File: config.mk
export PLATFORM = sky130hd
export DESIGN_NAME = arp_rsm_ram
export DESIGN_NICKNAME = d
export VERILOG_FILES = /design/src/arp_rsm_ram.sv
export SDC_FILE = /design/constraint.sdc
export NUM_CORES = 2
export LEC_CHECK = 0
export BUFFER_PORTS_ARGS = -buffer_cell sky130_fd_sc_hd__buf_2
export CAP_MARGIN = 20
export CORE_MARGIN = 4
export CORE_UTILIZATION = 40
export CTS_CLUSTER_DIAMETER = 60
export DETAILED_ROUTE_END_ITERATION = 16
export GPL_ROUTABILITY_DRIVEN = 0
export SYNTH_ARGS = -nofsm -noshare
export SYNTH_HDL_FRONTEND = slang
export SYNTH_SLANG_ARGS = --single-unit
File: constraint.sdc
create_clock -name clk -period 5.97 [get_ports clk]
set_clock_uncertainty 0.15 [all_clocks]
set_input_delay 1.194 -clock clk [delete_from_list [all_inputs] [get_ports clk]]
set_output_delay 1.194 -clock clk [all_outputs]
set_load 0.005 [all_outputs]
File: src/arp_rsm_ram.sv
`timescale 1ns / 1ps
// ----------------------------------------------------------------------------
// arp_rsm_ram
// Single-port synchronous RAM with registered read data.
// ----------------------------------------------------------------------------
module arp_rsm_ram #(
	parameter int DEPTH  = 64,
	parameter int WIDTH  = 32,
	parameter int ADDR_W = (DEPTH > 1) ? $clog2(DEPTH) : 1
) (
	input  logic              clk,
	input  logic              en,
	input  logic              we,
	input  logic [ADDR_W-1:0] addr,
	input  logic [WIDTH-1:0]  wdata,
	output logic [WIDTH-1:0]  rdata
);

	logic [WIDTH-1:0] mem_q [DEPTH];

	always_ff @(posedge clk) begin
		if (en) begin
			if (we) begin
				mem_q[addr] <= wdata;
			end else begin
				rdata <= mem_q[addr];
			end
		end
	end

endmodule

==> impl_metrics.ini <==
[detailed_routing]
drt_iter0_markers = 7031
routed_wl_um = 231000
post_drt_via_cell_ratio = 6.13
drc = 0
antenna_left = 0
vias = 45500
wl_per_cell_um = 31.1
drtPass1Iterations = 8

[global_routing]
grt_overflow = 0
grt_max_degree = 106
grt_usage = 0.221
antenna_found_initial = 28
grt_pass1_wl_um = 327000
grt_pass1_vias = 43200

[placed_design]
dp_hpwl_um = 138000
port_buffers = 72

[pwr]
p_leak_nw = 28.4
ir_drop_mv = 0.252
p_per_area_nw_per_um2 = 338

[yosys]
async_flop_share = 0
yosys_warnings = 0
seq_area_frac_synth = 0.796
synth_seq_cells = 2080
syn_nets = 4477
synth_cell_types = 54
synth_area_um2 = 78500
synth_top_cell_area_share = 0.796
postSynthAreaPerCell_um2 = 17.7
syn-instance-count = 4436
yosysTopAreaCell = edfxtp_1
yosys-top-cells-area = edfxtp_1, a22oi_1, mux2i_1
ys.flop_type = edfxtp_1
synth_edf_count = 2080

[layout]
n_fill_cell = 16500
layout-area-overhead-vs-synth_pct = 15.2
fin_nets = 4664
utilization = 0.464
drive_gt1_frac = 0.163

[clocking]
clkTransAtPathRegs_ns = 0.06
cts_made_buffers = 203
post_cts_buffers = 0
cts-root-buf = clkbuf_16
cts_max_level = 4
cts_hold_buffers = 0
clock-sinks = 2080
cts_tree = yes
clk_latency_ns = 0.85
cts_buffer_depth = 3
ctsResizeCount = 0

[floorplanning]
row_count = 162
dieHeight_um = 451
start_util = 0.403
dieArea_um2 = 203000
io_pins = 73
core-area_um2 = 195000
die_x_um = 451

[run]
cap_violations = 0

[critical_path]
r2r_setup_slack_ns = 2.94
cp-end-kind = flip-flop
critPathLaunchType = input port
crit_required_ns = 6.41
setup.worst_path.class = input port to flip-flop
crit_fanout = 62
worstPathArrival_ns = 4.82

[sta]
fin_crit_ns = 4.38
tns_ns = 0
holdWs_ns = 0.632
slew_viol_final = 0
min_period_over_period = 0.734
hold_viol = 0
setup_violations = 0
rsz0062_at_grt = no
max_freq_mhz = 228
worst_pin_slew_ns = 1.17
slew_headroom = 0.215

[run_status]
run_status = complete, no violations

[worst_hold_path]
min_path_type = input port to flip-flop
critical path, stage by stage:
cell and delay (ns):
buf_8 0.40, inv_4 0.38, nand2_2 0.60, buf_12 0.24
o22ai_1 0.08, a311oi_1 0.90, o221ai_1 0.42, or3_1 0.44
state kept, by name, indices dropped and copies added, names as in the netlist:
name / flops
mem_q: 2048
rdata: 32
cell families (layout without fill, tap and decap cells):
| logic type | count (synthesis) | count (layout) | synth area share |
|---|---|---|---|
| flip-flops | 2080 | 2080 | 0.796 |
| AO/OA/AOI/OAI | 1283 | 1283 | 0.118 |
| AND/OR/NAND/NOR | 419 | 419 | 0.0244 |
| buffers and inverters | 332 | 687 | 0.0180 |
| multiplexers | 322 | 322 | 0.0435 |
| other | 0 | 5 | 0 |
layout make-up:
cell class              instances  area, µm²  area share
diodes                          5       12.5    0.000138
clock inverters               130       1290      0.0143
flip-flops and latches       2080      62500       0.691
clock buffers                 243       5340      0.0590
repair buffers                311       2790      0.0309
inverters                       3       13.8    0.000152
well taps                    2624       3280      0.0363
multi-input cells            2024      15200       0.168
path summary, 6_finish.rpt:
kind / start / to / depth (start not counted)
worst max-delay path: addr[1] / rdata[15] / 8
worst min-delay path: wdata[0] / mem_q[20][0] / 1
worst max register to register: mem_q[6][15] / rdata[15] / 6
worst min register to register: mem_q[45][29] / rdata[29] / 4
synth_stat cells, drive strengths merged, types with 4 or more instances:
cell    instances
edfxtp       2080
a22oi         477
mux2i         242
o22ai         238
clkbuf        201
a221oi        171
nor2          155
buf           128
nand2         119
o21ai          97
mux2           72
a21oi          70
nor3           49
a31oi          44
o22a           30
or3            30
a22o           29
o221ai         21
a211oi         17
a211o          16
a311oi         16
nor4           15
o211ai         15
a21boi         14
a221o          14
or4            14
nor2b          10
mux4            8
nand3           6
o32ai           4
cells in the final DEF, fill, tap and decap left out, types with 35 or more instances in the layout:
master,Yosys,final
a21oi_1,70,70
a221oi_1,166,166
a22oi_1,477,477
a31oi_1,44,44
buf_12,0,50
buf_2,59,74
buf_4,8,181
clkbuf_1,201,35
clkbuf_16,0,208
clkinv_1,2,48
clkinv_2,0,37
edfxtp_1,2080,2080
mux2_2,72,72
mux2i_1,242,242
nand2_1,117,116
nor2_1,155,84
nor2_4,0,69
nor3_1,49,49
o21ai_0,97,97
o22ai_1,238,238
metrics by stage:
step	instances	instance area, µm²	worst slack, ns	power [mW]
after floorplan	4436	78500	1.25	17.2
after global placement	7029	83700	0.420	18.0
after detailed placement	7037	83700	0.737	18.0
after CTS	7410	90300	1.66	30.7
after global routing	7417	90400	1.50	31.4
final	7420	90400	1.59	30.6
layer usage:
metal,global-route usage,wire length [µm],share of wire,vias to the layer above
li1,-,-,-,18900
met3,0.0575,27700,0.12,359
met1,0.326,94500,0.41,23500
met2,0.328,102000,0.44,2768
met5,0,54,0.00023,-
met4,0.0570,5970,0.026,8
where the power goes:
group	switching, mW	internal, mW	leakage [nW]	total [mW]
clock	5.55	7.29	3.22	12.8
sequential	0.0302	16.1	18.7	16.2
combinational	1.15	0.430	6.43	1.58
total	6.73	23.9	28.4	30.6
(Power assumes the default switching activity.)
