`src/arp_rsm_pkg.sv`:
```
`timescale 1ns / 1ps
// ----------------------------------------------------------------------------
// arp_rsm_pkg
// Shared types and constants of the ARP reply spoofing monitor.
// ----------------------------------------------------------------------------
package arp_rsm_pkg;

	// Size of the IP-to-MAC binding table.
	localparam int TABLE_ENTRIES = 64;
	localparam int IDX_W = (TABLE_ENTRIES > 1) ? $clog2(TABLE_ENTRIES) : 1;
	localparam int CNT_W = $clog2(TABLE_ENTRIES + 1);

	// Fixed widths of the reported fields.
	localparam int IDX_OUT_W = 6;
	localparam int CNT_OUT_W = 7;

	localparam int MAC_W  = 48;
	localparam int IP_W   = 32;
	localparam int TIME_W = 63;
	localparam int MD_W   = MAC_W + TIME_W;

	// Header values of a well-formed Ethernet / IPv4 ARP reply.
	localparam logic [15:0] MIN_PACKET_LEN = 16'd28;
	localparam logic [15:0] HW_ETHERNET    = 16'h0001;
	localparam logic [15:0] PROTO_IPV4     = 16'h0800;
	localparam logic [7:0]  HW_ADDR_LEN    = 8'd6;
	localparam logic [7:0]  PROTO_ADDR_LEN = 8'd4;
	localparam logic [15:0] OP_REPLY       = 16'h0002;

	localparam logic [31:0] WINDOW_RESET = 32'd500000;

	// Configuration register indexes.
	typedef enum logic [0:0] {
		REG_WINDOW = 1'b0,
		REG_NONE   = 1'b1
	} reg_idx_t;

	typedef enum logic [1:0] {
		ST_IDLE,
		ST_SEARCH,
		ST_CHECK,
		ST_DONE
	} eng_state_t;

	typedef struct packed {
		logic [TIME_W-1:0] timestamp_us;
		logic [IP_W-1:0]   src_ip;
		logic [MAC_W-1:0]  src_mac;
		logic [15:0]       arp_opcode;
		logic [7:0]        proto_addr_len;
		logic [7:0]        hw_addr_len;
		logic [15:0]       protocol_type;
		logic [15:0]       hardware_type;
		logic [15:0]       packet_length;
	} pkt_t;

	typedef struct packed {
		logic [CNT_OUT_W-1:0] entry_count;
		logic [IDX_OUT_W-1:0] entry_index;
		logic                 table_full;
		logic                 unsolicited_alert;
		logic                 rapid_change_alert;
		logic                 mac_changed;
		logic                 new_entry;
		logic                 known_address;
		logic                 accepted;
	} res_t;

	// Table access request from the engine to both memories.
	typedef struct packed {
		logic             en;
		logic             ip_we;
		logic             md_we;
		logic [IDX_W-1:0] addr;
		logic [IP_W-1:0]  ip_wdata;
		logic [MD_W-1:0]  md_wdata;
	} mem_req_t;

endpackage

```
`src/arp_rsm_engine.sv`:
```
`timescale 1ns / 1ps
// ----------------------------------------------------------------------------
// arp_rsm_engine
// Packet check, pipelined table search and read-modify-write of one binding.
// ----------------------------------------------------------------------------
module arp_rsm_engine
	import arp_rsm_pkg::*;
(
	input  logic             clk,
	input  logic             arst_n,
	input  logic             in_valid,
	output logic             in_ready,
	input  pkt_t             in_pkt,
	input  logic [31:0]      window_us,
	output mem_req_t         mem,
	input  logic [IP_W-1:0]  ip_rdata,
	input  logic [MD_W-1:0]  md_rdata,
	output logic             res_valid,
	input  logic             res_ready,
	output res_t             res
);

	eng_state_t state_q, state_d;

	logic [CNT_W-1:0]  count_q;
	logic [CNT_W-1:0]  issue_q;
	logic              cmp_v_s1;
	logic [IDX_W-1:0]  cmp_idx_s1;
	logic [MAC_W-1:0]  mac_q;
	logic [IP_W-1:0]   ip_q;
	logic [TIME_W-1:0] now_q;
	logic [IDX_W-1:0]  hit_idx_q;
	logic              chg_q;
	logic [63:0]       delta_q;
	res_t              res_q;
	res_t              res_d;

	logic well_formed;
	logic rd_en;
	logic match;
	logic search_end;
	logic has_room;

	assign well_formed = (in_pkt.packet_length >= MIN_PACKET_LEN) &&
		(in_pkt.hardware_type == HW_ETHERNET) && (in_pkt.protocol_type == PROTO_IPV4) &&
		(in_pkt.hw_addr_len == HW_ADDR_LEN) && (in_pkt.proto_addr_len == PROTO_ADDR_LEN) &&
		(in_pkt.arp_opcode == OP_REPLY);

	assign rd_en      = (state_q == ST_SEARCH) && (issue_q < count_q);
	assign match      = cmp_v_s1 && (ip_rdata == ip_q);
	assign search_end = !match && (issue_q == count_q);
	assign has_room   = count_q < CNT_W'(TABLE_ENTRIES);
	assign res        = res_q;

	always_ff @(posedge clk or negedge arst_n) begin
		if (!arst_n) begin
			state_q <= ST_IDLE;
		end else begin
			state_q <= state_d;
		end
	end

	always_comb begin
		state_d      = state_q;
		in_ready     = 1'b0;
		res_valid    = 1'b0;
		mem          = '0;
		mem.ip_wdata = ip_q;
		mem.md_wdata = {now_q, mac_q};
		unique case (state_q)
			ST_IDLE: begin
				in_ready = 1'b1;
				if (in_valid) begin
					state_d = well_formed ? ST_SEARCH : ST_DONE;
				end
			end
			ST_SEARCH: begin
				mem.en   = rd_en;
				mem.addr = issue_q[IDX_W-1:0];
				if (match) begin
					state_d = ST_CHECK;
				end else if (search_end) begin
					state_d = ST_DONE;
					if (has_room) begin
						mem.en    = 1'b1;
						mem.ip_we = 1'b1;
						mem.md_we = 1'b1;
						mem.addr  = count_q[IDX_W-1:0];
					end
				end
			end
			ST_CHECK: begin
				state_d = ST_DONE;
				if (chg_q) begin
					mem.en    = 1'b1;
					mem.md_we = 1'b1;
					mem.addr  = hit_idx_q;
				end
			end
			ST_DONE: begin
				res_valid = 1'b1;
				if (res_ready) begin
					state_d = ST_IDLE;
				end
			end
			default: begin
				state_d = ST_IDLE;
			end
		endcase
	end

	// Verdict under construction for the packet in flight.
	always_comb begin
		res_d = res_q;
		if (state_q == ST_IDLE && in_valid) begin
			res_d             = '0;
			res_d.accepted    = well_formed;
			res_d.entry_count = CNT_OUT_W'(count_q);
		end
		if (state_q == ST_SEARCH) begin
			if (match) begin
				res_d.known_address     = 1'b1;
				res_d.unsolicited_alert = 1'b1;
				res_d.entry_index       = IDX_OUT_W'(cmp_idx_s1);
			end else if (search_end) begin
				if (has_room) begin
					res_d.new_entry         = 1'b1;
					res_d.unsolicited_alert = 1'b1;
					res_d.entry_index       = IDX_OUT_W'(count_q);
					res_d.entry_count       = CNT_OUT_W'(count_q + CNT_W'(1));
				end else begin
					res_d.table_full = 1'b1;
				end
			end
		end
		if (state_q == ST_CHECK && chg_q) begin
			res_d.mac_changed        = 1'b1;
			res_d.rapid_change_alert = $signed(delta_q) < $signed({32'b0, window_us});
		end
	end

	always_ff @(posedge clk or negedge arst_n) begin
		if (!arst_n) begin
			count_q  <= '0;
			cmp_v_s1 <= 1'b0;
		end else begin
			cmp_v_s1 <= rd_en;
			if (state_q == ST_SEARCH && search_end && has_room) begin
				count_q <= count_q + CNT_W'(1);
			end
		end
	end

	always_ff @(posedge clk) begin
		cmp_idx_s1 <= issue_q[IDX_W-1:0];
		res_q      <= res_d;
		if (state_q == ST_IDLE && in_valid) begin
			mac_q   <= in_pkt.src_mac;
			ip_q    <= in_pkt.src_ip;
			now_q   <= in_pkt.timestamp_us;
			issue_q <= '0;
		end
		if (state_q == ST_SEARCH) begin
			issue_q <= issue_q + CNT_W'(rd_en);
			if (match) begin
				hit_idx_q <= cmp_idx_s1;
				chg_q     <= md_rdata[MAC_W-1:0] != mac_q;
				delta_q   <= {1'b0, now_q} - {1'b0, md_rdata[MD_W-1:MAC_W]};
			end
		end
	end

endmodule

```
`config.mk`:
```
export PLATFORM = sky130hd
export DESIGN_NAME = arp_rsm_engine
export DESIGN_NICKNAME = d
export VERILOG_FILES = /design/src/arp_rsm_pkg.sv /design/src/arp_rsm_engine.sv
export SDC_FILE = /design/constraint.sdc
export NUM_CORES = 1
export LEC_CHECK = 0
export ABC_CLOCK_PERIOD_IN_PS = 7650
export BUFFER_PORTS_ARGS = -buffer_cell sky130_fd_sc_hd__buf_4
export CORE_AREA = 2 2 226 228
export DETAILED_ROUTE_END_ITERATION = 8
export DIE_AREA = 0 0 228 230
export PLACE_DENSITY = 0.56
export SETUP_SLACK_MARGIN = 0.1
export SLEW_MARGIN = 20
export SYNTH_ARGS = -nofsm -noshare
export SYNTH_HDL_FRONTEND = slang
export SYNTH_SLANG_ARGS = --single-unit
```
`constraint.sdc`:
```
create_clock -name clk -period 7.65 [get_ports clk]
set_clock_uncertainty 0.05 [all_clocks]
set_input_delay 1.1475 -clock clk [delete_from_list [all_inputs] [get_ports clk]]
set_output_delay 1.1475 -clock clk [all_outputs]
set_load 0.05 [all_outputs]
```
==> results of run 1 <==
-- placed cells by master (no fill, tap or decap), types with 6 or more instances in the layout --
cell       instances
a221o_1            7
o21bai_1           7
clkbuf_16         36
xor2_1            31
nor4_1            26
o31ai_1            9
a21o_1            39
nand4_1           51
nand2_1           89
buf_4            575
o21a_1            10
ha_1             108
a21oi_1           82
nor2_1            67
and3_1            12
o21ai_0           58
a31oi_1            8
nor4b_1            7
nor3_1             7
nor2b_1           16
a211oi_1           9
o211ai_1           6
nand2b_1          10
xnor2_1          116
dfxtp_1           24
edfxtp_1         223
nand3_1           21
clkinv_2           7
dfrtp_1           10
inv_1            124
and2_1             9
clkinv_1           7
-- Yosys cell counts, drive strengths merged, types with 2 or more instances --
cell     instances  area [um^2]
clkbuf          26          100
o211ai           6         45.0
dfrtp           10          250
inv            125          469
nor3b            2         15.0
nor4b            7         61.3
o31ai            9         67.6
ha             108         1350
nand2           89          334
a31oi            9         62.6
dfxtp           24          480
a22oi            5         37.5
nor2            68          255
nand4           51          319
a21oi           84          428
xnor2          116         1020
nor3             7         35.0
o22ai            2         12.5
o21ai           60          304
or4              2         15.0
mux2i            4         40.0
a2111oi          2         17.5
nand2b          10         62.6
o21bai           7         52.6
buf             10         48.8
o2111ai          3         26.3
and3            12         75.1
xor2            31          272
a311oi           3         26.3
a221o            7         70.1
and2            10         65.1
a41oi            4         42.6
edfxtp         223         6700
nand3           21          105
o21a            10         75.1
nor2b           16          100
a211oi           9         67.6
or2              2         12.5
nor4            26          163
a21o            39          293
a21boi           5         41.3
-- stage by stage --
step	utilization	hold WS [ns]	power, mW
global route	0.408	0.376	3.70
finish	0.408	0.386	3.56
global placement	0.386	0.368	1.98
CTS	0.408	0.360	3.62
detailed placement	0.386	0.368	1.98
floorplan	-	0.348	1.76
-- final timing paths --
check	start	to	slack [ns]	cells past startpoint
worst max-delay path	ip_rdata[10]	mem[143]	2.58	10
worst min-delay path	cmp_idx_s1[1]	hit_idx_q[1]	0.39	0
worst max register to register	now_q[0]	delta_q[60]	3.55	13
worst min register to register	cmp_idx_s1[1]	hit_idx_q[1]	0.39	0
max in group asynchronous	arst_n	state_q[0]	6.99	1
min in group asynchronous	arst_n	count_q[4]	0.40	1
-- worst max-delay path, cell delays in order --
cell	delay [ns]
buf_4	0.11
xnor2_1	0.14
nand4_1	0.11
nor4_1	0.30
nand4_1	0.13
or4_1	0.71
nand3_1	0.42
mux2i_1	0.16
o21ai_0	0.35
buf_4	0.28
-- sequential cells by signal, summed over array words and instances (netlist names) --
register    flops
issue_q         7
state_q         2
ip_q           32
mac_q          48
cmp_v_s1        1
cmp_idx_s1      6
res            20
chg_q           1
hit_idx_q       6
delta_q        64
now_q          63
count_q         7
-- cell families (layout without fill, tap and decap cells) --
family	Yosys count	count (layout)	share of synthesized area
buf+inv	162	764	0.0438
other cells	0	3	0
simple gates	326	326	0.115
xor+xnor	147	147	0.0906
compound gates	277	277	0.127
mux	5	5	0.00361
fa+ha+maj	109	109	0.0965
flops	257	257	0.523
-- power breakdown --
group	internal (mW)	switching [mW]	total, mW	leakage, nW
clock	0.967	0.637	1.60	0.547
combinational	0.232	0.186	0.418	6.00
sequential	1.53	0.00347	1.54	2.34
-- layer usage --
metal / up-vias / global-route usage / wire, um
met3: 79 / 0.0516 / 3570
met5: - / 0 / 36
met1: 5568 / 0.217 / 20000
li1: 5838 / - / -
met4: 6 / 0.0656 / 1430
met2: 386 / 0.293 / 22600
-- area by class of cell --
class | count | area share
Clock buffer | 41 | 0.0452
Tap cell | 672 | 0.0413
Timing Repair Buffer | 575 | 0.212
Sequential cell | 257 | 0.365
Multi-Input combinational cell | 864 | 0.303
Clock inverter | 22 | 0.0101
Antenna cell | 3 | 0.000369
Inverter | 126 | 0.0235
==> out/metrics.cfg, run 1 <==
[critical_path]
critPathLaunchType = primary input
cp_max_fo = 12
worstSetupEndpointType = output pin
cp_data_required_time_ns = 6.45
arrival_ns = 3.87
crit_type = in -> out

[clocking]
cts_resized = 0
htreeDepth = 2
clk-insertion-delay-late_ns = 0.54
cts_tree = built
clkTransAtPathRegs_ns = 0.06
cts_buffers = 35
postCtsSetupRepairBufs = 0
cts.sinks = 257
holdBufCountCts = 0
cts_root_buf = clkbuf_16
clk_path_buf_depth = 3

[logic_synthesis]
synth_edf_count = 223
synth-main-ff-cell = edfxtp_1
synth_warnings = 0
netlist_area_um2 = 14200
ys_types = 70
avgSynthCellArea_um2 = 11.1
async_reset_ff_frac = 0.0389
ys_seq_area_frac = 0.523
synth_cells = 1283
ys_ff_latch = 257
synth_fp_nets = 1794

[die]
die_h_um = 230
ios = 576
core-area_um2 = 49900
die_x_um = 228
start_util = 0.285
dieArea_um2 = 52400
row_count = 82

[sta]
setup_tns_ns = 0
finalHoldViolCount = 0
rsz0062_at_grt = false
relSlewSlack = 0.359
min_period_over_period = 0.663
setup_ws_ns = 2.58
finalMaxSlewViolations = 0
setup_viol = 0
max_freq_mhz = 197
worst_slew_pin_slew_ns = 0.961
finalCriticalPeriod_ns = 5.07

[global_routing]
grt_pass1_vias = 12300
grt_antenna_before_repair = 7
grt_max_degree = 78
overflow = 0
track_usage = 0.176
grt_pass1_wl_um = 71200

[routing]
vias = 11900
ant_nets = 0
wl_per_cell_um = 18.6
drt_iter0_markers = 595
viasPerCell = 4.64
drc = 0
routed_wl_um = 47600
drt_first_pass_iters = 5

[final_layout]
nNetsFinal = 2370
multi_input_area_um2 = 6160
layout-drive-gt1-share = 0.341
design_area_um2 = 20400
fill_cells = 5002
seq_area_um2 = 7430
final_cell_count_no_fill = 2560
area_delta_synth_final_pct = 43.3

[placement]
place_area_um2 = 19200
hpwl_um = 39000
gp_congestion = 0.899
pre_cts_ws_ns = 2.55
dp_cells = 2494
portBuffers = 573

[pwr]
p_leak_nw = 8.89
peakVddDrop_v = 0.000155
power_density_nw_per_um2 = 175

[outcome]
status = finished, final reports clean

[hold_path]
hold_path.class = reg -> reg

[job]
drv_cap = 0

Power figures use the tool's default switching activity.
==> run 2: changes to the inputs <==
ABC_CLOCK_PERIOD_IN_PS = 4510   (was 7650)
CORE_AREA = 2 2 222 224   (was 2 2 226 228)
DIE_AREA = 0 0 224 226   (was 0 0 228 230)
PLACE_DENSITY = 0.59   (was 0.56)
clock period = 4.51 ns   (was 7.65 ns; I/O delays follow)
==> out/metrics.cfg, run 2 (synthesis results as in run 1) <==
[critical_path]
worstSetupEndpointType = output pin
crit_chain = xor2_1 -> nor4_1 -> nand4_1 -> or4_4 -> nand3_2 -> a21oi_1 -> o21ai_0 -> buf_4
path_delay_family = simple AND/OR/NAND/NOR gates
cp_data_required_time_ns = 3.78
cp_max_fo = 12
worst-path-stages = 8
r2r_cells = 14
critPathLaunchType = flip-flop
crit_slowest_cell = or4_4
cp_num_buf_inv = 1
max_stage_delay_ns = 0.65
arrival_ns = 3.41
crit_type = reg -> out

[sta]
relSlewSlack = 0.472
min_period_over_period = 0.917
finalMaxSlewViolations = 0
max_freq_mhz = 242
rsz0062_at_grt = false
setup_viol = 0
worst_slew_pin_slew_ns = 0.792
finalCriticalPeriod_ns = 4.14
finalHoldViolCount = 0
setup_tns_ns = 0

[final_layout]
regMostFlops = delta_q
reg.largest.list = delta_q (64), now_q (63), mac_q (48)
design_area_um2 = 20300
largest_reg_flops = 64
seq_area_um2 = 7430
multi_input_area_um2 = 6170
area_delta_synth_final_pct = 42.6
fill_cells = 4710
nNetsFinal = 2376
final_cell_count_no_fill = 2513
final_common_cell = buf_4
post-route-util = 0.419
mostFrequentLayoutCells = buf_4 (581), edfxtp_1 (223), inv_1 (124)
layout-drive-gt1-share = 0.341

[hold_path]
min_path_cells = 1
hold_path.class = in -> reg

[clocking]
cts_root_buf = clkbuf_16
cts_tree = built
cts.sinks = 257
htreeDepth = 1
postCtsSetupRepairBufs = 0
clk_path_buf_depth = 3
clk-insertion-delay-late_ns = 0.58
cts_buffers = 31
clkTransAtPathRegs_ns = 0.06

[pwr]
finalPower_mw = 5.75
power_density_nw_per_um2 = 284
peakVddDrop_v = 0.000302
p_leak_nw = 8.87

[die]
ios = 576
row_count = 81
start_util = 0.294
die_h_um = 226
dieArea_um2 = 50600
core-area_um2 = 48300
die_x_um = 224

[routing]
ant_nets = 0
drt_iter0_markers = 645
drt_first_pass_iters = 5
drc = 0
viasPerCell = 4.75
routed_wl_um = 48000
wl_per_cell_um = 19.1
vias = 11900

[placement]
place_area_um2 = 19300
dp_cells = 2453
hpwl_um = 39300
portBuffers = 573
gp_congestion = 0.909

[global_routing]
track_usage = 0.181
overflow = 0
grt_pass1_wl_um = 69800
grt_max_degree = 97
grt_antenna_before_repair = 11
grt_pass1_vias = 12100

[outcome]
status = finished, final reports clean

[job]
drv_cap = 0

run 2: final cells by class:
| class | instances | share of cell area |
|---|---|---|
| clock inverter | 12 | 0.00426 |
| inverter | 126 | 0.0235 |
| sequential | 257 | 0.367 |
| tap | 622 | 0.0384 |
| multi-input combinational | 864 | 0.305 |
| timing repair buffer | 585 | 0.219 |
| clock buffer | 44 | 0.0432 |
| antenna | 3 | 0.000371 |
run 2: worst reg2reg max path: stages (launching register included):
cell and delay, ns:
edfxtp_1 0.35, inv_1 0.05, ha_1 0.22, fa_1 0.40, nand2b_1 0.18, a21oi_1 0.20
o21a_1 0.24, nor4b_1 0.29, buf_4 0.18, o21ai_0 0.10, a211oi_1 0.38, o21ai_0 0.26
a21oi_1 0.35, o21ai_0 0.18, xnor2_1 0.16
run 2: where the power goes:
group	internal [mW]	total (mW)	switching, mW
clock network	1.40	2.42	1.03
registers	2.60	2.61	0.00586
logic	0.395	0.716	0.321
total	4.39	5.75	1.35
run 2: path summary, 6_finish.rpt:
check | startpoint | to | slack, ns
worst max-delay path | ip_q[29] | mem[146] | 0.37
worst min-delay path | in_pkt[156] | ip_q[28] | 0.22
worst max register to register | now_q[0] | delta_q[60] | 0.69
worst min register to register | cmp_idx_s1[5] | hit_idx_q[5] | 0.38
max in group asynchronous | arst_n | count_q[6] | 3.81
min in group asynchronous | arst_n | count_q[1] | 0.44
run 2: repair_timing:
action                                  CTS  global route
resized for setup                         1             1
hold endpoints to repair                 10             0
cloned                                    0             0
hold buffers                              1             0
endpoints found under the setup margin    3             8
run 2: per-stage QoR:
stage	hold slack (ns)	setup slack, ns
6_report	0.216	0.373
3_3_place_gp	0.365	0.336
5_1_grt	0.182	0.101
2_1_floorplan	0.331	0.107
4_1_cts	0.178	0.152
3_5_place_dp	0.369	0.300
run 2: routing by layer:
| layer | global-route usage | vias up | routed length, um |
|---|---|---|---|
| met5 | 0 | - | 69 |
| met4 | 0.0508 | 10 | 1190 |
| met3 | 0.0569 | 67 | 4130 |
| met1 | 0.220 | 5580 | 19900 |
| met2 | 0.308 | 418 | 22700 |
| li1 | - | 5859 | - |
==> run 3: changes to the inputs <==
RECOVER_POWER = 50   (was default)
==> out/metrics.cfg, run 3 (synthesis results as in run 1) <==
[job]
drv_cap = 0

[final_layout]
mostFrequentLayoutCells = buf_4 (279), edfxtp_1 (223), clkbuf_1 (172)
final_cell_count_no_fill = 2513
regMostFlops = delta_q
seq_area_um2 = 7430
post-route-util = 0.406
design_area_um2 = 19600
layout-drive-gt1-share = 0.254
largest_reg_flops = 64
multi_input_area_um2 = 6170
nNetsFinal = 2376
area_delta_synth_final_pct = 38.3
final_common_cell = buf_4
fill_cells = 4841
reg.largest.list = delta_q (64), now_q (63), mac_q (48)

[pwr]
combPwrFrac = 0.122
p_leak_nw = 8.24
swShare = 0.237
finalPower_mw = 5.73
peakVddDrop_v = 0.000302
p_int_mw = 4.37
p_sw_mw = 1.36
power_density_nw_per_um2 = 292
clkPwrFrac = 0.423
p_seq_frac = 0.455

[clocking]
clk-insertion-delay-late_ns = 0.58
clkTransAtPathRegs_ns = 0.06
cts_root_buf = clkbuf_16
postCtsSetupRepairBufs = 0
cts_tree = built
htreeDepth = 1
cts.sinks = 257
clk_path_buf_depth = 3
cts_buffers = 31

[die]
ios = 576
core-area_um2 = 48300
start_util = 0.294
die_h_um = 226
dieArea_um2 = 50600
row_count = 81
die_x_um = 224

[routing]
wl_per_cell_um = 19.0
drc = 0
viasPerCell = 4.75
routed_wl_um = 47800
vias = 11900
ant_nets = 0
drt_iter0_markers = 640
drt_first_pass_iters = 5

[critical_path]
crit_type = reg -> out
max_stage_delay_ns = 0.65
crit_slowest_cell = or4_4
critPathLaunchType = flip-flop
path_delay_family = simple AND/OR/NAND/NOR gates
cp_data_required_time_ns = 3.78
cp_num_buf_inv = 1
arrival_ns = 3.41
worstSetupEndpointType = output pin
cp_max_fo = 12
crit_chain = xor2_1 -> nor4_1 -> nand4_1 -> or4_4 -> nand3_2 -> a21oi_1 -> o21ai_0 -> buf_4

[sta]
rsz0062_at_grt = false
min_period_over_period = 0.917
setup_tns_ns = 0
holdWs_ns = 0.238
relSlewSlack = 0.427
setup_viol = 0
max_freq_mhz = 242
finalMaxSlewViolations = 0
worst_slew_pin_slew_ns = 0.863
setup_ws_ns = 0.375
finalCriticalPeriod_ns = 4.13
finalHoldViolCount = 0

[global_routing]
grt_pass1_wl_um = 69800
grt_antenna_before_repair = 11
grt_max_degree = 97
track_usage = 0.181
overflow = 0
grt_pass1_vias = 12100

[placement]
pre_cts_ws_ns = 0.300
gp_congestion = 0.909
portBuffers = 573
hpwl_um = 39300
place_area_um2 = 19300
dp_cells = 2453

[outcome]
status = finished, final reports clean

[hold_path]
hold_path.class = in -> reg

## run 3: repair_timing
| item | 4_1_cts | 5_1_grt |
|---|---|---|
| hold buffers | 1 | 0 |
| gates cloned | 0 | 0 |
| endpoints found under the setup margin | 3 | 8 |
| endpoints found under the hold margin | 10 | 0 |
| gates resized for setup | 1 | 1 |
## run 3: area by class of cell
| type | count | share of cell area |
|---|---|---|
| flip-flops and latches | 257 | 0.378 |
| multi-input cells | 864 | 0.314 |
| repair buffers | 585 | 0.194 |
| clock buffers | 44 | 0.0446 |
| well taps | 622 | 0.0396 |
| inverters | 126 | 0.0243 |
| clock inverters | 12 | 0.00440 |
| diodes | 3 | 0.000382 |
## run 3: power groups by stage
stage | combinational, mW | sequential, mW | clock, mW
floorplan | 0.302 | 2.69 | 0
global placement | 0.705 | 2.66 | 0
detailed placement | 0.716 | 2.66 | 0
global route | 0.767 | 2.61 | 2.59
CTS | 0.720 | 2.61 | 2.50
finish | 0.698 | 2.61 | 2.43
## run 3: routing by layer
metal	GRT usage	vias to the layer above	wire length (um)
met5	0	-	62
met4	0.0508	10	1180
met3	0.0569	67	4050
met2	0.308	403	22500
met1	0.220	5611	20000
li1	-	5855	-
## run 3: worst register-to-register path, stage by stage, from the launching register on
cell and delay, ns:
edfxtp_1 0.34, inv_1 0.05, ha_1 0.22, fa_1 0.40, nand2b_1 0.18, a21oi_1 0.20
o21a_1 0.24, nor4b_1 0.29, buf_4 0.18, o21ai_0 0.10, a211oi_1 0.38, o21ai_0 0.26
a21oi_1 0.37, o21ai_0 0.19, xnor2_1 0.16
## run 3: path summary, 6_finish.rpt
check / startpoint / end / slack [ns] / depth (start not counted)
worst max-delay path: ip_q[29] / mem[145] / 0.38 / 8
max in group asynchronous: arst_n / count_q[6] / 3.37 / 2
min in group asynchronous: arst_n / count_q[1] / 0.61 / 2
worst min register to register: cmp_idx_s1[5] / hit_idx_q[5] / 0.38 / 0
worst max register to register: now_q[0] / delta_q[60] / 0.67 / 14
worst min-delay path: in_pkt[156] / ip_q[28] / 0.24 / 1
